File: config.mk
export PLATFORM = sky130hd
export DESIGN_NAME = sorted_insertion_list
export DESIGN_NICKNAME = d
export VERILOG_FILES = /design/src/rtl/sil_pkg.sv /design/src/rtl/sorted_insertion_list.sv /design/src/rtl/sil_store.sv /design/src/rtl/sil_seq.sv
export SDC_FILE = /design/constraint.sdc
export NUM_CORES = 2
export LEC_CHECK = 0
export BUFFER_PORTS_ARGS = -buffer_cell sky130_fd_sc_hd__buf_2
export CAP_MARGIN = 15
export CORE_ASPECT_RATIO = 1.75
export CORE_MARGIN = 3
export CORE_UTILIZATION = 62
export CTS_CLUSTER_DIAMETER = 150
export DETAILED_ROUTE_END_ITERATION = 12
export PLACE_DENSITY = 0.85
export SYNTH_ARGS = -nofsm -noshare
export SYNTH_HDL_FRONTEND = slang
export SYNTH_HIERARCHICAL = 1
export SYNTH_SLANG_ARGS = --single-unit
File: constraint.sdc
create_clock -name clk -period 5.6 [get_ports clk]
set_input_delay 0 -clock clk [delete_from_list [all_inputs] [get_ports clk]]
set_output_delay 0 -clock clk [all_outputs]
set_load 0.02 [all_outputs]
File: src/rtl/sil_pkg.sv
// shared constants, codes and types for the sorted insertion list
package sil_pkg;

  // list capacity and derived widths
  localparam int DEPTH       = 32;
  localparam int VAL_W       = 32;
  localparam int KIND_W      = 2;
  localparam int ENT_W       = 6;
  localparam int CNT_W       = $clog2(DEPTH + 1);
  localparam int IDX_W       = $clog2(DEPTH);
  localparam int OUT_TDATA_W = ((VAL_W + 1 + ENT_W + 7) / 8) * 8;
  localparam int PAD_W       = OUT_TDATA_W - VAL_W - 1 - ENT_W;

  // item kinds carried on in_tuser
  typedef enum logic [KIND_W-1:0] {
    KIND_APPEND = 2'd0,
    KIND_INSERT = 2'd1,
    KIND_DRAIN  = 2'd2
  } kind_t;

  // one request to the entry store per cycle, with a write and a read
  typedef struct packed {
    logic                    wr_en;
    logic [IDX_W-1:0]        wr_addr;
    logic signed [VAL_W-1:0] wr_data;
    logic                    rd_en;
    logic [IDX_W-1:0]        rd_addr;
  } mem_req_t;

endpackage

File: src/rtl/sorted_insertion_list.sv
// top level of the sorted insertion list
//
//   channel | direction | tdata                               | tuser  | tlast
//   in_     | slave     | new_value                           | kind   | -
//   out_    | master    | out_value, status, entries_now, pad | -      | last
//
// append: write at the tail, then the status beat; sorted insert: a scan of the stored
// entries first, one stored entry per cycle through the single read port of the store.
// drain: one entry beat per cycle after a registered read, while out_tready is high.
// a status beat may wait in the output register while the next item is taken.
// rst_n is synchronous and active low; it empties the list, the store is not cleared.
module sorted_insertion_list
  import sil_pkg::*;
(
  input  logic                    clk,
  input  logic                    rst_n,
  input  logic                    in_tvalid,
  output logic                    in_tready,
  input  logic signed [VAL_W-1:0] in_tdata,        // [31:0] new_value
  input  logic [KIND_W-1:0]       in_tuser,        // [1:0] kind
  output logic                    out_tvalid,
  input  logic                    out_tready,
  output logic [OUT_TDATA_W-1:0]  out_tdata,       // [31:0] out_value, [32] status,
                                                   // [38:33] entries_now, [39] zero
  output logic                    out_tlast
);

  mem_req_t                mem_req;
  logic signed [VAL_W-1:0] rd_data;

  // sequencer with the shared compare step
  sil_seq u_seq (
    .clk        (clk),
    .rst_n      (rst_n),
    .in_tvalid  (in_tvalid),
    .in_tready  (in_tready),
    .in_tdata   (in_tdata),
    .in_tuser   (in_tuser),
    .out_tvalid (out_tvalid),
    .out_tready (out_tready),
    .out_tdata  (out_tdata),
    .out_tlast  (out_tlast),
    .mem_req    (mem_req),
    .rd_data    (rd_data)
  );

  // entry store
  sil_store u_store (
    .clk     (clk),
    .mem_req (mem_req),
    .rd_data (rd_data)
  );

endmodule

File: src/rtl/sil_store.sv
// entry store: one write port and one registered read port
module sil_store
  import sil_pkg::*;
(
  input  logic                    clk,
  input  mem_req_t                mem_req,
  output logic signed [VAL_W-1:0] rd_data
);

  logic signed [VAL_W-1:0] mem [DEPTH];
  logic signed [VAL_W-1:0] rd_data_r;

  // write port
  always_ff @(posedge clk) begin
    if (mem_req.wr_en) begin
      mem[mem_req.wr_addr] <= mem_req.wr_data;
    end
  end

  // registered read port
  always_ff @(posedge clk) begin
    if (mem_req.rd_en) begin
      rd_data_r <= mem[mem_req.rd_addr];
    end
  end

  assign rd_data = rd_data_r;

endmodule

File: src/rtl/sil_seq.sv
// sequencer: scans the store one entry a cycle through a shared compare and carry step
module sil_seq
  import sil_pkg::*;
(
  input  logic                    clk,
  input  logic                    rst_n,
  input  logic                    in_tvalid,
  output logic                    in_tready,
  input  logic signed [VAL_W-1:0] in_tdata,
  input  logic [KIND_W-1:0]       in_tuser,
  output logic                    out_tvalid,
  input  logic                    out_tready,
  output logic [OUT_TDATA_W-1:0]  out_tdata,
  output logic                    out_tlast,
  output mem_req_t                mem_req,
  input  logic signed [VAL_W-1:0] rd_data
);

  typedef enum logic [2:0] {
    S_IDLE,
    S_SCAN,
    S_TAIL,
    S_RESULT,
    S_DRAIN
  } state_t;

  state_t                  state_r, state_nxt;
  logic [CNT_W-1:0]        count_r, count_nxt;
  logic [IDX_W-1:0]        idx_r, idx_nxt;
  logic signed [VAL_W-1:0] val_r, val_nxt;
  logic signed [VAL_W-1:0] hold_r, hold_nxt;
  logic                    found_r, found_nxt;
  logic                    full_r, full_nxt;

  logic                    out_valid_r, out_valid_nxt;
  logic signed [VAL_W-1:0] out_value_r, out_value_nxt;
  logic                    out_status_r, out_status_nxt;
  logic [ENT_W-1:0]        out_ent_r, out_ent_nxt;
  logic                    out_last_r, out_last_nxt;

  logic                    accept;
  logic                    out_free;
  logic [CNT_W-1:0]        idx_inc;
  logic                    take;

  assign in_tready = (state_r == S_IDLE);
  assign accept    = in_tvalid && in_tready;
  assign out_free  = !out_valid_r || out_tready;
  assign idx_inc   = CNT_W'(idx_r) + CNT_W'(1);
  // shared compare: the new value goes before the first entry not below it
  assign take      = found_r || (val_r <= rd_data);

  // next-state and store access
  always_comb begin
    state_nxt      = state_r;
    count_nxt      = count_r;
    idx_nxt        = idx_r;
    val_nxt        = val_r;
    hold_nxt       = hold_r;
    found_nxt      = found_r;
    full_nxt       = full_r;
    out_valid_nxt  = out_valid_r && !out_tready;
    out_value_nxt  = out_value_r;
    out_status_nxt = out_status_r;
    out_ent_nxt    = out_ent_r;
    out_last_nxt   = out_last_r;
    mem_req        = '0;

    case (state_r)
      S_IDLE: begin
        if (accept) begin
          case (kind_t'(in_tuser))
            KIND_APPEND, KIND_INSERT: begin
              val_nxt   = in_tdata;
              hold_nxt  = in_tdata;
              found_nxt = 1'b0;
              idx_nxt   = '0;
              full_nxt  = (count_r == CNT_W'(DEPTH));
              if (count_r == CNT_W'(DEPTH)) begin
                state_nxt = S_RESULT;
              end else if (kind_t'(in_tuser) == KIND_INSERT && count_r != '0) begin
                mem_req.rd_en   = 1'b1;
                mem_req.rd_addr = '0;
                state_nxt       = S_SCAN;
              end else begin
                state_nxt = S_TAIL;
              end
            end
            KIND_DRAIN: begin
              if (count_r != '0) begin
                mem_req.rd_en   = 1'b1;
                mem_req.rd_addr = '0;
                idx_nxt         = '0;
                state_nxt       = S_DRAIN;
              end
            end
            default: begin
              state_nxt = S_IDLE;
            end
          endcase
        end
      end

      // one entry a cycle: once the slot is found, each entry moves up by one
      S_SCAN: begin
        if (take) begin
          mem_req.wr_en   = 1'b1;
          mem_req.wr_addr = idx_r;
          mem_req.wr_data = hold_r;
          hold_nxt        = rd_data;
          found_nxt       = 1'b1;
        end
        if (idx_inc == count_r) begin
          state_nxt = S_TAIL;
        end else begin
          mem_req.rd_en   = 1'b1;
          mem_req.rd_addr = idx_inc[IDX_W-1:0];
          idx_nxt         = idx_inc[IDX_W-1:0];
        end
      end

      // the held value lands at the tail
      S_TAIL: begin
        mem_req.wr_en   = 1'b1;
        mem_req.wr_addr = count_r[IDX_W-1:0];
        mem_req.wr_data = hold_r;
        count_nxt       = count_r + CNT_W'(1);
        state_nxt       = S_RESULT;
      end

      // status beat
      S_RESULT: begin
        if (out_free) begin
          out_valid_nxt  = 1'b1;
          out_value_nxt  = '0;
          out_status_nxt = full_r;
          out_ent_nxt    = ENT_W'(count_r);
          out_last_nxt   = 1'b1;
          state_nxt      = S_IDLE;
        end
      end

      // one entry beat per cycle while the output side keeps up
      S_DRAIN: begin
        if (out_free) begin
          out_valid_nxt  = 1'b1;
          out_value_nxt  = rd_data;
          out_status_nxt = 1'b0;
          out_ent_nxt    = '0;
          out_last_nxt   = (idx_inc == count_r);
          if (idx_inc == count_r) begin
            count_nxt = '0;
            state_nxt = S_IDLE;
          end else begin
            mem_req.rd_en   = 1'b1;
            mem_req.rd_addr = idx_inc[IDX_W-1:0];
            idx_nxt         = idx_inc[IDX_W-1:0];
          end
        end
      end

      default: begin
        state_nxt = S_IDLE;
      end
    endcase
  end

  // state and registered outputs
  always_ff @(posedge clk) begin
    if (!rst_n) begin
      state_r     <= S_IDLE;
      count_r     <= '0;
      out_valid_r <= 1'b0;
    end else begin
      state_r     <= state_nxt;
      count_r     <= count_nxt;
      out_valid_r <= out_valid_nxt;
    end
    idx_r        <= idx_nxt;
    val_r        <= val_nxt;
    hold_r       <= hold_nxt;
    found_r      <= found_nxt;
    full_r       <= full_nxt;
    out_value_r  <= out_value_nxt;
    out_status_r <= out_status_nxt;
    out_ent_r    <= out_ent_nxt;
    out_last_r   <= out_last_nxt;
  end

  assign out_tvalid = out_valid_r;
  assign out_tdata  = {{PAD_W{1'b0}}, out_ent_r, out_status_r, out_value_r};
  assign out_tlast  = out_last_r;

endmodule

==> impl_results.md <==
- Top cells by area, synth: edfxtp_1, mux2i_1, a21oi_1
- Fin. max-slew vios: 0
- First-pass detailed-route iteration total: 7
- # fillers: 4,104
- Worst slew margin: a little over a fifth
- Number of synthesized register bits: 1,177
- Final setup fails: 0
- Nets@finish: 3,065
- Synth Area per Inst: 16.6 sq um
- Die Y: about 370 um
- R2R Path End: u_store/rd_data[10]$_DFFE_PP_
- Tightest Hold Check Type: input pin to flip-flop
- Mapped cell area: about 47,000 sq um
- Post-CTS resize count: 0
- Unique masters post-synth: 65
- RR Startpoint: u_seq/idx_r[0]$_SDFFCE_PN0P_
- Pwr Total: roughly 25,000 uW
- Net Count, Synth: approximately 2,900
- Pin count of the biggest net entering global routing: 89
- Area growth syn-to-layout: 12.6%
- Crit path kind: flip-flop to flip-flop
- Dpl hpwl: 74,200 um
- CP Launch Type: flip-flop
- Die area: just under 80,000 sq um
- Worst reg-to-reg setup slack: approximately 0.48 ns
- LEAKAGE: about 0.017 uW
- Vias: between 20,000 and 30,000
- Initial antenna violation count: 4
- PortBufs: between 70 and 80
- Wirelength per Cell: 29.5 um
- Num CTS Buffers: between 90 and 100
- Fin crit share: 91.5%
- CTS tree: done
- RSZ-0062 raised after global routing: no
- GR Overflow Total: 0
- DRC errors left: 0
- Primary FF master, synth: edfxtp_1
- YS warnings: 6
- Fmax: 195 MHz
- Max-Cap Viols: 0
- Synth top area share: about three quarters
- Fin crit period: between 5 and 6 ns
- Reg clk slew, reported paths: 0.07 ns
- CTS Sinks: about 1,200
- First-pass GRT wire length: around 180,000 um
- Tot GR Track Use: a little under a third
- Number of flops mapped to enable cells by yosys: 1,167
- Final TNS setup: 0 ns
- Iteration-0 DRC Markers: between 3,000 and 4,000
- Worst skew pair latency: ~0.67 ns
- Arr. time, crit path: 5.45 ns
- Finished Core Util: a little under three quarters
- Clock buffer depth: 3
- CTS H-Tree Depth: 3
- Clock root buffer: clkbuf_16
- Crit path required time: between 5 and 6 ns
- Routed Antenna Nets: 0
- Dominant cell type by area after synthesis: edfxtp_1
- Routed vias/inst: between 6 and 7
- Cell Pwr Density: slightly below 500 nW/um^2
- Status: completed
- Placed insts: ~3,900
- Row cnt: between 100 and 150
- Non-Filler Instances: around 4,100
- Hold slack: roughly 0.073 ns
- Share of cells above drive strength 1: roughly an eighth
- Commonest non-fill, non-tap cells in the layout: edfxtp_1, mux2i_1, nand2_1, a21oi_1, nand3_1
- Sequential area share after synthesis: ~75%
- Min-delay src: in_tdata[29]
- R2R depth: 13
- Number of global-route vias before repair: 28,300
- Num ports: just over 80
- Commonest non-fill, non-tap cell in the layout: edfxtp_1
- Asr flop ratio synth: 0%
- Worst Max-Slew Pin Slew: 1.17 ns
- Core ar.: between 70,000 and 80,000 sq um
- Hold EP: u_seq/val_r[29]$_DFFE_PP_
- Final Hold Vio Count: 0
- Crit-path max FO: 24
- Initial Util: between 60% and 70%
- Chip Width: roughly 210 um
- CP Capture Type: flip-flop
- GPL Wtd Cong: 0.947
- Clk_skew: 0.0288 ns
- Final WL: roughly 120,000 um
- Max VDD drop: around 0.37 mV
- Worst hold path depth: 2
- Synthesized netlist cell count: about 2,800
## state kept, by name (all words and copies together), names as in the netlist
name                count
u_seq/out_ent_r         6
u_seq/hold_r           32
u_seq/idx_r             5
u_seq/out_tlast         1
u_seq/out_value_r      32
u_seq/out_tvalid        1
u_seq/found_r           1
u_seq/val_r            32
u_seq/full_r            1
u_seq/count_r           6
u_seq/out_status_r      1
u_store/rd_data        32
u_store/mem          1024
u_seq/state_r           3
## cell type report
| type | count | area (sq um) | share of cell area [%] |
|---|---|---|---|
| inverter | 44 | 165 | 0.313 |
| tap | 1005 | 1260 | 2.38 |
| antenna | 2 | 5.00 | 0.00947 |
| sequential | 1177 | 35200 | 66.7 |
| timing repair buffer | 223 | 1930 | 3.65 |
| clock inverter | 58 | 636 | 1.20 |
| multi-input combinational | 1453 | 11200 | 21.2 |
| clock buffer | 109 | 2430 | 4.60 |
## cells in the mapped netlist (3+ instances only)
cell	instances
dfxtp_1	10
o21ai_0	39
edfxtp_1	1167
a22o_1	64
and2_1	9
or3b_2	3
xnor2_1	7
buf_1	6
clkbuf_1	57
nand3b_1	5
nand3_1	106
buf_6	16
nand4_1	6
buf_2	36
nand2_1	194
and3_1	3
a21o_1	4
a22oi_1	96
xor2_1	3
or3_1	4
mux2i_1	513
buf_4	40
nor2b_1	6
a21boi_0	3
a31oi_1	34
ha_1	36
nand2b_1	4
nor2_1	89
inv_1	44
nor3_1	36
o31ai_1	6
a21oi_1	149
## cell families after synthesis
group	after synthesis	synth area share, %
buf+inv	201	2.30
simple gates	475	4.54
compound gates	418	5.93
fa+ha+maj	36	0.960
flops	1177	75.1
mux	513	10.9
xor+xnor	10	0.187
other cells	1	0.00799
## critical path, cell delays in order (launching register included)
cell and delay [ns]:
edfxtp_1 0.46, ha_1 0.30, and3_1 0.22, xnor2_1 0.18
o2111ai_1 0.20, a221o_2 0.36, nand2_1 0.25, nor2_1 0.56
nor2b_4 0.58, buf_4 0.40, a22o_1 0.34, nor3_1 0.15
a31oi_1 0.43, nand3_1 0.33
## routing by layer
layer | part of all wire [%] | routed length, um | up-vias | global-route usage, %
met5 | 0.0075 | 9 | - | 0
met4 | 8.4 | 10100 | 2 | 23.0
met3 | 9.4 | 11300 | 490 | 5.73
met2 | 51 | 60700 | 1987 | 51.8
met1 | 32 | 38000 | 13400 | 33.6
li1 | - | - | 11300 | -
## through the flow
step | cell area, sq um | setup slack [ns]
2_1_floorplan | 46900 | 0.906
3_3_place_gp | 49300 | 0.761
3_5_place_dp | 49300 | 0.660
4_1_cts | 52800 | 0.590
5_1_grt | 52800 | 0.295
6_report | 52800 | 0.475
## worst max path at each step
stage,from,endpoint,slack [ns],cells past startpoint
2_1_floorplan,u_seq/val_r[31]$_DFFE_PP_,u_store/mem[19][0]$_DFFE_PP_,0.91,9
3_3_place_gp,u_store/rd_data[31]$_DFFE_PP_,u_store/mem[12][8]$_DFFE_PP_,0.76,11
3_5_place_dp,u_store/rd_data[31]$_DFFE_PP_,u_store/mem[12][4]$_DFFE_PP_,0.66,11
4_1_cts,u_seq/idx_r[0]$_SDFFCE_PN0P_,u_store/rd_data[10]$_DFFE_PP_,0.59,13
5_1_grt,u_seq/idx_r[0]$_SDFFCE_PN0P_,u_store/rd_data[10]$_DFFE_PP_,0.30,13
6_report,u_seq/idx_r[0]$_SDFFCE_PN0P_,u_store/rd_data[10]$_DFFE_PP_,0.48,13
## power breakdown
part	internal [uW]	switching, uW
combinational	2280	5290
clock	3710	2950
sequential	11000	177
total	17000	8420
## timing repair
action,4_1_cts,5_1_grt
hold buffers,39,0
setup buffers,0,0
hold endpoints to repair,129,0
Power figures use the tool's default switching activity.
